### config.mk
export PLATFORM = sky130hd
export DESIGN_NAME = scc_mouse_channel_registers_unit_flat
export DESIGN_NICKNAME = d
export VERILOG_FILES = /design/src/rtl/core/sccm_pkg.sv /design/src/rtl/core/sccm_if.sv /design/src/rtl/core/sccm_queue.sv /design/src/rtl/core/sccm_ctrl.sv /design/src/rtl/core/scc_mouse_channel_registers_unit.sv /design/src/flat_wrapper.sv
export SDC_FILE = /design/constraint.sdc
export NUM_CORES = 1
export LEC_CHECK = 0
export BUFFER_PORTS_ARGS = -buffer_cell sky130_fd_sc_hd__buf_2
export CORE_MARGIN = 4
export CORE_UTILIZATION = 64
export CTS_BUF_LIST = sky130_fd_sc_hd__clkbuf_8 sky130_fd_sc_hd__clkbuf_16
export CTS_CLUSTER_DIAMETER = 120
export CTS_CLUSTER_SIZE = 16
export DETAILED_ROUTE_END_ITERATION = 16
export GPL_TIMING_DRIVEN = 0
export HOLD_SLACK_MARGIN = 0.06
export PLACE_DENSITY = 0.91
export SETUP_SLACK_MARGIN = 0.02
export SLEW_MARGIN = 0
export SYNTH_ARGS = -nofsm -noshare
export SYNTH_HDL_FRONTEND = slang
export SYNTH_SLANG_ARGS = --single-unit
### constraint.sdc
create_clock -name clk_i -period 6.2 [get_ports clk_i]
set_input_delay 0 -clock clk_i [delete_from_list [all_inputs] [get_ports clk_i]]
set_output_delay 0 -clock clk_i [all_outputs]
set_load 0.03 [all_outputs]
### src/rtl/core/sccm_pkg.sv
`timescale 1ns / 1ps

package sccm_pkg;

  // item kinds on the input channel
  typedef enum logic [1:0] {
    OP_WRITE = 2'd0,
    OP_READ  = 2'd1,
    OP_LATCH = 2'd2,
    OP_IACK  = 2'd3
  } op_e;

  // bus offsets
  localparam logic [2:0] OFF_CTRL_B = 3'd1;
  localparam logic [2:0] OFF_DATA_B = 3'd3;
  localparam logic [2:0] OFF_CTRL_A = 3'd5;

  // write register numbers
  localparam logic [3:0] WR1 = 4'd1;
  localparam logic [3:0] WR2 = 4'd2;
  localparam logic [3:0] WR3 = 4'd3;
  localparam logic [3:0] WR5 = 4'd5;
  localparam logic [3:0] WR9 = 4'd9;

  // status read values and vector arithmetic
  localparam logic [7:0] RR0_TX_EMPTY = 8'h04;
  localparam logic [7:0] RR_RX_AVAIL  = 8'h01;
  localparam logic [7:0] VEC_HI_MASK  = 8'h8f;
  localparam logic [7:0] VEC_HI_ADD   = 8'h20;
  localparam logic [7:0] VEC_LO_MASK  = 8'hf1;
  localparam logic [7:0] VEC_LO_ADD   = 8'h04;

  // number of bytes in one mouse packet
  localparam logic [1:0] PKT_LEN = 2'd3;

  typedef struct packed {
    op_e                op;
    logic [2:0]         offset;
    logic [7:0]         write_data;
    logic [7:0]         mouse_status;
    logic signed [7:0]  mouse_dx;
    logic signed [7:0]  mouse_dy;
  } in_item_t;

  typedef struct packed {
    logic [7:0] read_data;
    logic       irq_request;
    logic [7:0] vector_out;
    logic       vector_valid;
  } result_t;

  // latch queue control and status
  typedef struct packed {
    logic       push;
    logic       pop;
    logic [7:0] data;
  } q_ctl_t;

  typedef struct packed {
    logic       empty;
    logic [7:0] head;
  } q_stat_t;

endpackage

### src/rtl/core/sccm_if.sv
`timescale 1ns / 1ps

// input item channel
interface sccm_in_if;
  logic              valid;
  logic              ready;
  logic [1:0]        op;
  logic [2:0]        offset;
  logic [7:0]        write_data;
  logic [7:0]        mouse_status;
  logic signed [7:0] mouse_dx;
  logic signed [7:0] mouse_dy;

  modport source (
    output valid, op, offset, write_data, mouse_status, mouse_dx, mouse_dy,
    input  ready
  );
  modport sink (
    input  valid, op, offset, write_data, mouse_status, mouse_dx, mouse_dy,
    output ready
  );
endinterface

// result item channel
interface sccm_out_if;
  logic       valid;
  logic       ready;
  logic [7:0] read_data;
  logic       irq_request;
  logic [7:0] vector_out;
  logic       vector_valid;

  modport source (
    output valid, read_data, irq_request, vector_out, vector_valid,
    input  ready
  );
  modport sink (
    input  valid, read_data, irq_request, vector_out, vector_valid,
    output ready
  );
endinterface

### src/rtl/core/sccm_queue.sv
`timescale 1ns / 1ps

module sccm_queue #(
  parameter int QUEUE_DEPTH = 8
) (
  input  logic             clk_i,
  input  logic             rst_ni,
  input  sccm_pkg::q_ctl_t ctl_i,
  output sccm_pkg::q_stat_t stat_o
);
  import sccm_pkg::*;

  localparam int PTR_W = $clog2(QUEUE_DEPTH);
  localparam int CNT_W = $clog2(QUEUE_DEPTH + 1);

  logic [7:0]       mem_q [QUEUE_DEPTH];
  logic [PTR_W-1:0] head_q, head_d;
  logic [PTR_W-1:0] tail_q, tail_d;
  logic [CNT_W-1:0] cnt_q, cnt_d;
  logic             full;

  function automatic logic [PTR_W-1:0] ptr_inc(input logic [PTR_W-1:0] p);
    ptr_inc = (p == PTR_W'(QUEUE_DEPTH - 1)) ? '0 : p + 1'b1;
  endfunction

  assign full = (cnt_q == CNT_W'(QUEUE_DEPTH));

  // pointer and count update, a push into a full queue drops the oldest item
  always_comb begin
    head_d = head_q;
    tail_d = tail_q;
    cnt_d  = cnt_q;
    if (ctl_i.push) begin
      tail_d = ptr_inc(tail_q);
      if (full) begin
        head_d = ptr_inc(head_q);
      end else begin
        cnt_d = cnt_q + 1'b1;
      end
    end else if (ctl_i.pop) begin
      head_d = ptr_inc(head_q);
      cnt_d  = cnt_q - 1'b1;
    end
  end

  always_ff @(posedge clk_i or negedge rst_ni) begin
    if (!rst_ni) begin
      head_q <= '0;
      tail_q <= '0;
      cnt_q  <= '0;
    end else begin
      head_q <= head_d;
      tail_q <= tail_d;
      cnt_q  <= cnt_d;
    end
  end

  // storage
  always_ff @(posedge clk_i) begin
    if (ctl_i.push) begin
      mem_q[tail_q] <= ctl_i.data;
    end
  end

  assign stat_o.empty = (cnt_q == '0);
  assign stat_o.head  = mem_q[head_q];

endmodule

### src/rtl/core/sccm_ctrl.sv
`timescale 1ns / 1ps

module sccm_ctrl (
  input  logic               clk_i,
  input  logic               rst_ni,
  input  logic               cfg_we_i,
  input  logic               cfg_wdata_i,
  input  logic               fire_i,
  input  sccm_pkg::in_item_t item_i,
  input  sccm_pkg::q_stat_t  q_stat_i,
  output sccm_pkg::q_ctl_t   q_ctl_o,
  output sccm_pkg::result_t  res_o
);
  import sccm_pkg::*;

  logic       compat_q;
  logic [3:0] ptr_b_q, ptr_b_d;
  logic       armed_b_q, armed_b_d;
  logic [3:0] ptr_a_q, ptr_a_d;
  logic       armed_a_q, armed_a_d;
  logic [7:0] vector_q, vector_d;
  logic [7:0] wr1b_q, wr1b_d;
  logic [7:0] wr3b_q, wr3b_d;
  logic [7:0] wr5b_q, wr5b_d;
  logic [7:0] wr9b_q, wr9b_d;
  logic [7:0] pkt_q [3];
  logic [7:0] pkt_d [3];
  logic [1:0] pend_q, pend_d;
  logic [7:0] last_q, last_d;

  logic       rts_edge;
  logic       pub;
  logic [7:0] pub_st, pub_x, pub_y;
  logic       rx_avail;
  logic [7:0] data;
  logic [7:0] st;

  assign data     = item_i.write_data;
  assign st       = item_i.mouse_status;
  assign rx_avail = (pend_q != 2'd0);

  // rising edge of rts in channel b write register 5
  assign rts_edge = (item_i.op == OP_WRITE) && (item_i.offset == OFF_CTRL_B) &&
                    armed_b_q && (ptr_b_q == WR5) && !wr5b_q[1] && data[1];

  // item decode and next state
  always_comb begin
    ptr_b_d   = ptr_b_q;
    armed_b_d = armed_b_q;
    ptr_a_d   = ptr_a_q;
    armed_a_d = armed_a_q;
    vector_d  = vector_q;
    wr1b_d    = wr1b_q;
    wr3b_d    = wr3b_q;
    wr5b_d    = wr5b_q;
    wr9b_d    = wr9b_q;
    pkt_d     = pkt_q;
    pend_d    = pend_q;
    last_d    = last_q;
    q_ctl_o   = '0;
    res_o     = '0;
    pub       = 1'b0;
    pub_st    = st;
    pub_x     = item_i.mouse_dx;
    pub_y     = item_i.mouse_dy;

    // packet publish, or status push into the latch queue, on rts edge
    if (rts_edge) begin
      if (compat_q) begin
        if (wr3b_q[0] && !rx_avail && (st != last_q)) begin
          last_d = st;
          pub    = 1'b1;
        end
      end else if (rx_avail) begin
        q_ctl_o.push = 1'b1;
        q_ctl_o.data = st;
      end else if (!q_stat_i.empty) begin
        q_ctl_o.pop = 1'b1;
        pub         = 1'b1;
        pub_st      = q_stat_i.head;
        pub_x       = '0;
        pub_y       = '0;
      end else begin
        pub = 1'b1;
      end
    end

    if (pub) begin
      pkt_d[2] = pub_st;
      pkt_d[1] = pub_x;
      pkt_d[0] = pub_y;
      pend_d   = PKT_LEN;
      res_o.irq_request = wr9b_q[3] && ((wr1b_q[4:3] == 2'b10) || (wr1b_q[4:3] == 2'b01));
    end

    case (item_i.op)
      OP_WRITE: begin
        if (item_i.offset == OFF_CTRL_B) begin
          if (armed_b_q) begin
            case (ptr_b_q)
              WR1:     wr1b_d   = data;
              WR2:     vector_d = data;
              WR3:     wr3b_d   = data;
              WR5:     wr5b_d   = data;
              WR9:     wr9b_d   = data;
              default: ;
            endcase
            armed_b_d = 1'b0;
            ptr_b_d   = '0;
          end else if (data[7:4] == 4'd0) begin
            armed_b_d = 1'b1;
            ptr_b_d   = data[3:0];
          end else begin
            armed_b_d = 1'b0;
            ptr_b_d   = '0;
          end
        end else if (item_i.offset == OFF_CTRL_A) begin
          if (armed_a_q) begin
            if (ptr_a_q == WR2) begin
              vector_d = data;
            end else if (ptr_a_q == WR9) begin
              wr9b_d = data;
            end
            armed_a_d = 1'b0;
            ptr_a_d   = '0;
          end else begin
            ptr_a_d   = data[3:0];
            armed_a_d = (data[3:0] != 4'd0);
          end
        end
      end
      OP_READ: begin
        if (item_i.offset == OFF_CTRL_B) begin
          if (ptr_b_q == 4'd0) begin
            res_o.read_data = {7'd0, rx_avail};
          end
          ptr_b_d   = '0;
          armed_b_d = 1'b0;
        end else if (item_i.offset == OFF_DATA_B) begin
          if (rx_avail) begin
            pend_d          = pend_q - 2'd1;
            res_o.read_data = pkt_q[pend_q - 2'd1];
          end
        end else if (item_i.offset == OFF_CTRL_A) begin
          if (ptr_a_q == 4'd0) begin
            res_o.read_data = (compat_q || !rx_avail) ? RR0_TX_EMPTY
                                                      : (RR0_TX_EMPTY | RR_RX_AVAIL);
          end else if (ptr_a_q == WR3 && rx_avail) begin
            res_o.read_data = compat_q ? RR0_TX_EMPTY : RR_RX_AVAIL;
          end
          ptr_a_d   = '0;
          armed_a_d = 1'b0;
        end
      end
      OP_LATCH: begin
        if (!compat_q) begin
          q_ctl_o.push = 1'b1;
          q_ctl_o.data = st;
        end
      end
      default: begin
        // interrupt acknowledge
        if (!wr9b_q[1]) begin
          res_o.vector_valid = 1'b1;
          if (wr9b_q[0]) begin
            res_o.vector_out = wr9b_q[4] ? ((vector_q & VEC_HI_MASK) + VEC_HI_ADD)
                                         : ((vector_q & VEC_LO_MASK) + VEC_LO_ADD);
          end else begin
            res_o.vector_out = vector_q;
          end
        end
      end
    endcase

    // nothing moves unless the item is taken
    if (!fire_i) begin
      q_ctl_o.push = 1'b0;
      q_ctl_o.pop  = 1'b0;
    end
  end

  // control state
  always_ff @(posedge clk_i or negedge rst_ni) begin
    if (!rst_ni) begin
      compat_q  <= 1'b0;
      ptr_b_q   <= '0;
      armed_b_q <= 1'b0;
      ptr_a_q   <= '0;
      armed_a_q <= 1'b0;
      vector_q  <= '0;
      wr1b_q    <= '0;
      wr3b_q    <= '0;
      wr5b_q    <= '0;
      wr9b_q    <= '0;
      pkt_q     <= '{default: '0};
      pend_q    <= '0;
      last_q    <= '0;
    end else begin
      if (cfg_we_i) begin
        compat_q <= cfg_wdata_i;
      end
      if (fire_i) begin
        ptr_b_q   <= ptr_b_d;
        armed_b_q <= armed_b_d;
        ptr_a_q   <= ptr_a_d;
        armed_a_q <= armed_a_d;
        vector_q  <= vector_d;
        wr1b_q    <= wr1b_d;
        wr3b_q    <= wr3b_d;
        wr5b_q    <= wr5b_d;
        wr9b_q    <= wr9b_d;
        pkt_q     <= pkt_d;
        pend_q    <= pend_d;
        last_q    <= last_d;
      end
    end
  end

endmodule

### src/rtl/core/scc_mouse_channel_registers_unit.sv
`timescale 1ns / 1ps

// mouse channel registers of a two-channel serial controller
// in_if carries one bus access or event per item: write, read, latch of the
// mouse status, or interrupt acknowledge. out_if returns exactly one result
// item per input item, in order: read byte, interrupt request, and vector.
// cfg_we_i/cfg_wdata_i load the compat mode bit; write only while idle.
// an item is held in an input register, decoded against the register state
// combinationally, and its result lands in the output register; one item is
// accepted every cycle as long as the receiver keeps up.
// when the receiver stalls, the finished result waits in the output register
// and one more item is still taken into the input register; after that
// in_if.ready drops until out_if.ready returns.
// reset clears the register pointers, the write registers, the pending
// packet and the latch queue pointers; the block is ready right after reset.
// the latch queue holds QUEUE_DEPTH statuses, a full queue drops its oldest.
module scc_mouse_channel_registers_unit #(
  parameter int QUEUE_DEPTH = 8
) (
  input  logic        clk_i,
  input  logic        rst_ni,
  input  logic        cfg_we_i,
  input  logic        cfg_wdata_i,
  sccm_in_if.sink     in_if,
  sccm_out_if.source  out_if
);
  import sccm_pkg::*;

  logic     in_vld_q;
  in_item_t in_item_q;
  logic     out_vld_q;
  result_t  out_res_q;
  logic     advance;
  result_t  res;
  q_ctl_t   q_ctl;
  q_stat_t  q_stat;

  // the held item moves on once the output register is free
  assign advance     = in_vld_q && (!out_vld_q || out_if.ready);
  assign in_if.ready = !in_vld_q || advance;

  // input register
  always_ff @(posedge clk_i or negedge rst_ni) begin
    if (!rst_ni) begin
      in_vld_q <= 1'b0;
    end else if (in_if.ready) begin
      in_vld_q <= in_if.valid;
    end
  end

  always_ff @(posedge clk_i) begin
    if (in_if.ready && in_if.valid) begin
      in_item_q.op           <= op_e'(in_if.op);
      in_item_q.offset       <= in_if.offset;
      in_item_q.write_data   <= in_if.write_data;
      in_item_q.mouse_status <= in_if.mouse_status;
      in_item_q.mouse_dx     <= in_if.mouse_dx;
      in_item_q.mouse_dy     <= in_if.mouse_dy;
    end
  end

  sccm_ctrl u_ctrl (
    .clk_i       (clk_i),
    .rst_ni      (rst_ni),
    .cfg_we_i    (cfg_we_i),
    .cfg_wdata_i (cfg_wdata_i),
    .fire_i      (advance),
    .item_i      (in_item_q),
    .q_stat_i    (q_stat),
    .q_ctl_o     (q_ctl),
    .res_o       (res)
  );

  sccm_queue #(
    .QUEUE_DEPTH (QUEUE_DEPTH)
  ) u_queue (
    .clk_i  (clk_i),
    .rst_ni (rst_ni),
    .ctl_i  (q_ctl),
    .stat_o (q_stat)
  );

  // output register
  always_ff @(posedge clk_i or negedge rst_ni) begin
    if (!rst_ni) begin
      out_vld_q <= 1'b0;
    end else if (advance) begin
      out_vld_q <= 1'b1;
    end else if (out_if.ready) begin
      out_vld_q <= 1'b0;
    end
  end

  always_ff @(posedge clk_i) begin
    if (advance) begin
      out_res_q <= res;
    end
  end

  assign out_if.valid        = out_vld_q;
  assign out_if.read_data    = out_res_q.read_data;
  assign out_if.irq_request  = out_res_q.irq_request;
  assign out_if.vector_out   = out_res_q.vector_out;
  assign out_if.vector_valid = out_res_q.vector_valid;

  // an empty output register never blocks the input side
  a_ready_when_empty: assert property (@(posedge clk_i) disable iff (!rst_ni)
    !out_vld_q |-> in_if.ready)
    else $error("input stalled with empty output register");

  // a decoded item always shows up as a result
  a_advance_fills: assert property (@(posedge clk_i) disable iff (!rst_ni)
    advance |=> out_vld_q)
    else $error("decoded item lost");

  // results of different item kinds never mix
  a_result_kinds: assert property (@(posedge clk_i) disable iff (!rst_ni)
    out_vld_q && (out_if.irq_request || out_if.read_data != 8'd0)
      |-> !out_if.vector_valid && out_if.vector_out == 8'd0)
    else $error("vector given with a read or publish result");

  // a pop is only issued on a non-empty queue
  a_pop_nonempty: assert property (@(posedge clk_i) disable iff (!rst_ni)
    q_ctl.pop |-> !q_stat.empty && !q_ctl.push)
    else $error("latch queue popped while empty or pushing");

endmodule
### src/flat_wrapper.sv
// flat-port wrapper written by rule: the top's interface ports become plain ports
module scc_mouse_channel_registers_unit_flat import sccm_pkg::*;
#(
  parameter int QUEUE_DEPTH = 8
)
  (clk_i, rst_ni, cfg_we_i, cfg_wdata_i, in_if_valid, in_if_op, in_if_offset, in_if_write_data, in_if_mouse_status, in_if_mouse_dx, in_if_mouse_dy, in_if_ready, out_if_valid, out_if_read_data, out_if_irq_request, out_if_vector_out, out_if_vector_valid, out_if_ready);
  sccm_in_if in_if_i ();
  sccm_out_if out_if_i ();
  input  logic clk_i;
  input  logic rst_ni;
  input  logic cfg_we_i;
  input  logic cfg_wdata_i;
  input wire logic [$bits(in_if_i.valid)-1:0] in_if_valid;
  input wire logic [$bits(in_if_i.op)-1:0] in_if_op;
  input wire logic [$bits(in_if_i.offset)-1:0] in_if_offset;
  input wire logic [$bits(in_if_i.write_data)-1:0] in_if_write_data;
  input wire logic [$bits(in_if_i.mouse_status)-1:0] in_if_mouse_status;
  input wire logic [$bits(in_if_i.mouse_dx)-1:0] in_if_mouse_dx;
  input wire logic [$bits(in_if_i.mouse_dy)-1:0] in_if_mouse_dy;
  output wire logic [$bits(in_if_i.ready)-1:0] in_if_ready;
  output wire logic [$bits(out_if_i.valid)-1:0] out_if_valid;
  output wire logic [$bits(out_if_i.read_data)-1:0] out_if_read_data;
  output wire logic [$bits(out_if_i.irq_request)-1:0] out_if_irq_request;
  output wire logic [$bits(out_if_i.vector_out)-1:0] out_if_vector_out;
  output wire logic [$bits(out_if_i.vector_valid)-1:0] out_if_vector_valid;
  input wire logic [$bits(out_if_i.ready)-1:0] out_if_ready;
  assign in_if_i.valid = in_if_valid;
  assign in_if_i.op = in_if_op;
  assign in_if_i.offset = in_if_offset;
  assign in_if_i.write_data = in_if_write_data;
  assign in_if_i.mouse_status = in_if_mouse_status;
  assign in_if_i.mouse_dx = in_if_mouse_dx;
  assign in_if_i.mouse_dy = in_if_mouse_dy;
  assign in_if_ready = in_if_i.ready;
  assign out_if_valid = out_if_i.valid;
  assign out_if_read_data = out_if_i.read_data;
  assign out_if_irq_request = out_if_i.irq_request;
  assign out_if_vector_out = out_if_i.vector_out;
  assign out_if_vector_valid = out_if_i.vector_valid;
  assign out_if_i.ready = out_if_ready;
  scc_mouse_channel_registers_unit #(.QUEUE_DEPTH(QUEUE_DEPTH)) u_core (.clk_i(clk_i), .rst_ni(rst_ni), .cfg_we_i(cfg_we_i), .cfg_wdata_i(cfg_wdata_i), .in_if(in_if_i), .out_if(out_if_i));
endmodule
Word-level counts from Yosys, hierarchy flattened
Memories as Yosys holds them, arrays and structs flattened. Index checks and enable logic that the tools add are counted.

Equal/unequal tests: 32. Reductions and logical operators: 46. Order comparisons: 1. Mux-type cells: 96. Bitwise logic cells: 1. $add $sub $neg: 7. Multipliers: 0. Shift operators: 0. Div/mod/pow operators: 0.

Operator list (number): $mux W8 (28); $mux W4 (13); $mux W5 (7); $mux W3 (9); $mux W1 (26); $mux W10 (2); $ne A2 B2 Y1 const B (9); $bmux W8 S2 (1); $eq A4 B2 Y1 const B (4); $logic_not A4 Y1 (4); $pmux W4 S2 (2); $reduce_bool A2 Y1 (8); $reduce_and A5 Y1 (3); $reduce_and A7 Y1 (2); $eq A4 B4 Y1 const B (3); $mux W2 (6); $logic_and A1 B1 Y1 (11); $eq A3 B3 Y1 const B (3); $add A8 B3 Y8 const B (1); $add A8 B6 Y8 const B (1); $ne A2 B1 Y1 const B (4); $ne A8 B8 Y1 (1); $reduce_and A4 Y1 (2); $reduce_and A8 Y1 (1); other kinds (20) (32).

Bits in latches: 0. Output and inout port bits: 20. Memory bits (read-only): 0. Input bits: 43. Memories kept: 1. RAM bits: 64. Register bits: 133. Word-level logic and storage cells: 214.

Memories: u_core.u_queue.mem_q (words 8, width 8, rd ports 1, clocked after Yosys merged registers in 0, wr ports 1, RTL line sccm_queue.sv:16) `logic [7:0] mem_q [QUEUE_DEPTH];`.

Longest topological paths before layout
Depth in word-level cells: 12. Gate-level depth with buffers: 12. Depth with buffers taken out: 12.

Modules after synthesis
A second synthesis with hierarchy kept.

Cell total of the unflattened synthesis: 535. Area total of the unflattened synthesis: 8154.1 µm².

Modules (own cells, without submodules): sccm_ctrl (instances 1, area an instance 3303.2 µm², cells each 319); sccm_queue (instances 1, area an instance 3095.5 µm², cells each 153); scc_mouse_channel_registers_unit (instances 1, area an instance 1755.4 µm², cells each 63).

Least setup slack after synthesis
Ideal clock, no wire load.

Kind: reg-to-reg. Start: register u_core.u_ctrl.pend_q[0]. End: register u_core.u_queue.cnt_q[3]. Data arrival time: 2.788 ns. Path buffers: 0. Library setup time: 0.080 ns. Period minus slack after synthesis: 2.868 ns. Stages on the path, launching flop included: 13. Setup slack: 3.332 ns. Cell sequence: dfrtp_1 > clkinv_1 > ha_1 > nor2_1 > a41oi_1 > nor2_1 > clkinv_1 > ha_1 > a21o_1 > a21oi_1 > or4b_1 > o21ai_0 > xnor2_1.

Cells in the longest elaborated chain, start to end: 9. Elaborated cells between the ends (all ways): 12. Those cells by class: eq/ne: 1; mux: 8; reduce/logical: 3.

Ends and longest elaborated chain: start, declared (RTL line sccm_ctrl.sv:28) `logic [1:0] pend_q, pend_d;`; start signal, assigned (RTL line sccm_ctrl.sv:213) `pend_q <= pend_d;`; $reduce_bool A2 Y1 * (RTL line sccm_ctrl.sv:40) `assign rx_avail = (pend_q != 2'd0);`; $mux W1 (RTL line sccm_ctrl.sv:74) `end else if (rx_avail) begin`; $mux W10 * (RTL line sccm_ctrl.sv:69) `if (compat_q) begin`; $mux W10 * (RTL line sccm_ctrl.sv:68) `if (rts_edge) begin`; $mux W1 (RTL line sccm_ctrl.sv:156) `if (!compat_q) begin`; $mux W1 (RTL line sccm_ctrl.sv:96) `case (item_i.op)`; $mux W2 * (RTL line sccm_ctrl.sv:176) `if (!fire_i) begin`; $ne A2 B2 Y1 (no line) / $reduce_bool A2 Y1 (equally long branches); $reduce_and A2 Y1 (no line); end signal, assigned (RTL line sccm_queue.sv:54) `cnt_q <= cnt_d;`; end, declared (RTL line sccm_queue.sv:19) `logic [CNT_W-1:0] cnt_q, cnt_d;`.

Mark *: on every way between the ends. The rest lies on a longest branch, timed or not. A chain may end at the register's enable or synchronous reset.

Worst setup path in the final report
Ends and elaborated chain as after synthesis.

==> flow_summary.toml <==
[outcome]
status = "finished clean"

[synthesis]
yosys.area.top_type_share_pct = 43.6
syn_area_per_cell_um2 = 14.9
yosysMostFrequentCell = "edfxtp_1"
async_flop_share_pct = 38.0
seq_area_frac_synth_pct = 66.0
ys_warn_count = 0
synthDistinctLibCells = 48
synth_fp_nets = 606
synthCells = 551
syn_area_mm2 = 0.00819
synth_edf_count = 119
ys_ff_latch = 192
synth_ff_type = "edfxtp_1"
synth.area.top_cells = "edfxtp_1 44%, dfrtp_1 22%, mux2_2 7.6%"
synth_common_cells = "119 x edfxtp_1, 73 x dfrtp_1, 55 x mux2_2"
synth_top_area_cell = "edfxtp_1"

[global_routing]
grt_pass1_wl_um = 30400
antenna_found_initial = 0
track_usage_pct = 28.1
grt_max_degree = 74
grt_pass1_vias = 5452
grt_overflow = 0

[worst_setup_path]
cpPeakStageDelay_ns = 0.53
worst-endpoint-required_ns = 6.56
crit_type = "flip-flop to flip-flop"
cp-end-kind = "flip-flop"
arrival_ns = 4.14
r2r_end = "u_core.u_queue.cnt_q[3]"
path_max_fanout = 11
cp-endpoint = "u_core.u_queue.cnt_q[3]"
r2r_slack_ns = 2.42
worst-path-buf-inv = 2
cpMaxStageDelayCell = "or4b_1"
path_delay_family = "simple AND/OR/NAND/NOR gates"
r2r_cells = 12
path_depth = 12
crit_chain = "clkinv_1 > ha_1 > nor2_1 > a41oi_1 > nor2_1 > clkinv_1 > ha_1 > a21o_1 > a21oi_1 > or4b_1 > o21ai_0 > xnor2_1"
timing.rr.start = "u_core.u_ctrl.pend_q[0]"
startpoint_type = "flip-flop"
critPathLaunch = "u_core.u_ctrl.pend_q[0]"

[hold_path]
hold_path_class = "input port to async pin"

[cts]
htreeDepth = 4
cts_hold_buf = 43
cts_root_buffer = "clkbuf_16"
cts_max_path_buffers = 2
clk_latency_ns = 0.45
cts_setup_buffers = 0
cts_tree = "built"
clk_pin_slew_ns = 0.09
cts_resized = 0
numClockSinks = 192
cts-buffers-inserted = 17

[sta]
worstMarginPinSlew_ns = 1.02
finalHoldViolations = 0
timing.slew.headroom_pct = 32.1
finalCriticalPeriod_ns = 3.78
rsz0062_at_grt = "no"
finalCritPeriodShare_pct = 61.0
tns_ns = 0
fmax_mhz = 265
clock_skew_ns = 0.0186
slew_violations = 0
finalSetupViolations = 0

[floorplanning]
die_height_um = 121
start_util_pct = 65.1
ios = 63
rows = 41
die_w_um = 121
dieArea_mm2 = 0.0147
coreArea_mm2 = 0.0126

[finish]
n_fill_cell = 617
ff_latch_area_mm2 = 0.00540
insertedDiodeCount = 0
synthToLayoutAreaGrowth_pct = 19.7
nets = 732
multi_input_area_mm2 = 0.00260
drive_gt1_share_pct = 27.4

[pwr]
switching_power_w = 0.000962
power_w = 0.00325
pwr-share-clk_pct = 34.7
seq_power_share_pct = 46.6
leakagePower_nw = 4.00
internal_power_w = 0.00229
netSwitchingFraction_pct = 29.6
combinationalPowerShare_pct = 18.7
vdd_ir_drop_max_v = 0.000329
power.density_mw_per_mm2 = 332

[route]
drt-pass1-iter-count = 5
vias = 5336
drc_errors = 0
drtIter0Drc = 569
totalWireLength_um = 19900
viasPerCell = 6.19
ant_nets = 0
routedWlPerCell_um = 23.1

[placed_design]
io_buffers = 62
hpwlAfterDp_um = 11000
place_congestion = 0.885

[flow_run]
cap_violations = 0
per-layer routing:
metal  global-route usage, %  vias to the layer above  wire (um)
li1                        -                     2266          -
met1                    34.5                     2709       7390
met2                    48.3                      310      10500
met3                    5.36                       51       1360
met4                    12.6                        0        646
met5                       0                        -          0
layout by cell type, fill, tap and decap left out, types with 3 or more instances in the layout:
master,instances
nand4_1,4
o21ai_0,15
nor2_1,28
or4_1,3
edfxtp_1,119
dlygate4sd3_1,43
mux2i_1,24
nand3b_1,3
dfrtp_1,73
ha_1,11
and3_1,5
buf_4,4
nand2b_1,6
inv_1,27
buf_6,5
a21o_1,4
a21oi_1,14
nor3_2,4
nor2b_1,18
clkbuf_1,8
inv_6,4
xnor2_1,9
buf_2,63
mux2_2,55
clkinv_8,4
nor3_1,10
clkbuf_16,18
o21a_1,3
mux4_2,16
nand3_1,9
nand2_1,45
and2_1,4
power by group through the flow:
stage	clock network, W	registers (W)	logic [W]
floorplan	0	0.00153	0.000388
global placement	0	0.00152	0.000507
detailed placement	0	0.00153	0.000537
CTS	0.00112	0.00150	0.000579
global route	0.00118	0.00152	0.000644
finish	0.00113	0.00152	0.000607
final cells by class:
type                    count  area share (%)
flip-flops and latches    192            55.1
multi-input cells         314            26.5
repair buffers            107            7.73
clock buffers              19            4.73
well taps                 172            2.19
clock inverters            13            1.60
inverters                  29            1.11
plain buffers              16            1.06
cell families after synthesis:
family	Yosys count	synth area share [%]
AOI/OAI and AO/OA	43	3.35
xor gates and xnor gates	11	1.18
adders and majority gates	12	1.93
buffers and inverters	45	2.60
DFF	192	66.0
muxes	97	15.3
and+or+nand+nor	151	9.73
stage by stage:
step                      std cells  hold WS (ns)  cell area [um^2]  setup WS, ns  util, %
after CTS                       861         0.253              9780          2.41     77.8
after floorplan                 551        -0.296              8190          3.33        -
after global placement          785         0.177              8710          2.55     69.3
final                           862         0.244              9800          2.42     78.0
after detailed placement        786         0.178              8730          2.46     69.5
after global routing            862         0.269              9800          2.23     78.0
flip-flops by register name (all words and copies together) (netlist names), 2 cells and up:
signal                    cells
u_core.u_queue.tail_q         3
u_core.u_ctrl.last_q          8
u_core.u_ctrl.ptr_a_q         4
u_core.u_ctrl.wr1b_q          2
u_core.u_queue.cnt_q          4
u_core.in_item_q             37
u_core.u_ctrl.pkt_q          24
u_core.u_ctrl.pend_q          2
u_core.u_queue.mem_q         64
u_core.u_ctrl.vector_q        8
u_core.out_if.read_data       8
u_core.out_if.vector_out      8
u_core.u_ctrl.wr9b_q          4
u_core.u_queue.head_q         3
u_core.u_ctrl.ptr_b_q         4
worst min-delay path by stage:
stage                            from              endpoint  slack (ns)  depth (start not counted)
floorplan                      rst_ni       u_core.in_vld_q       -0.30                          0
global placement    in_if_mouse_dy[2]   u_core.in_item_q[2]        0.18                          1
detailed placement        in_if_op[1]  u_core.in_item_q[36]        0.18                          1
CTS                       in_if_op[1]  u_core.in_item_q[36]        0.25                          2
global route        in_if_mouse_dx[5]  u_core.in_item_q[13]        0.27                          2
finish                         rst_ni   u_core.out_if.valid        0.24                          2
(Power assumes the default switching activity.)
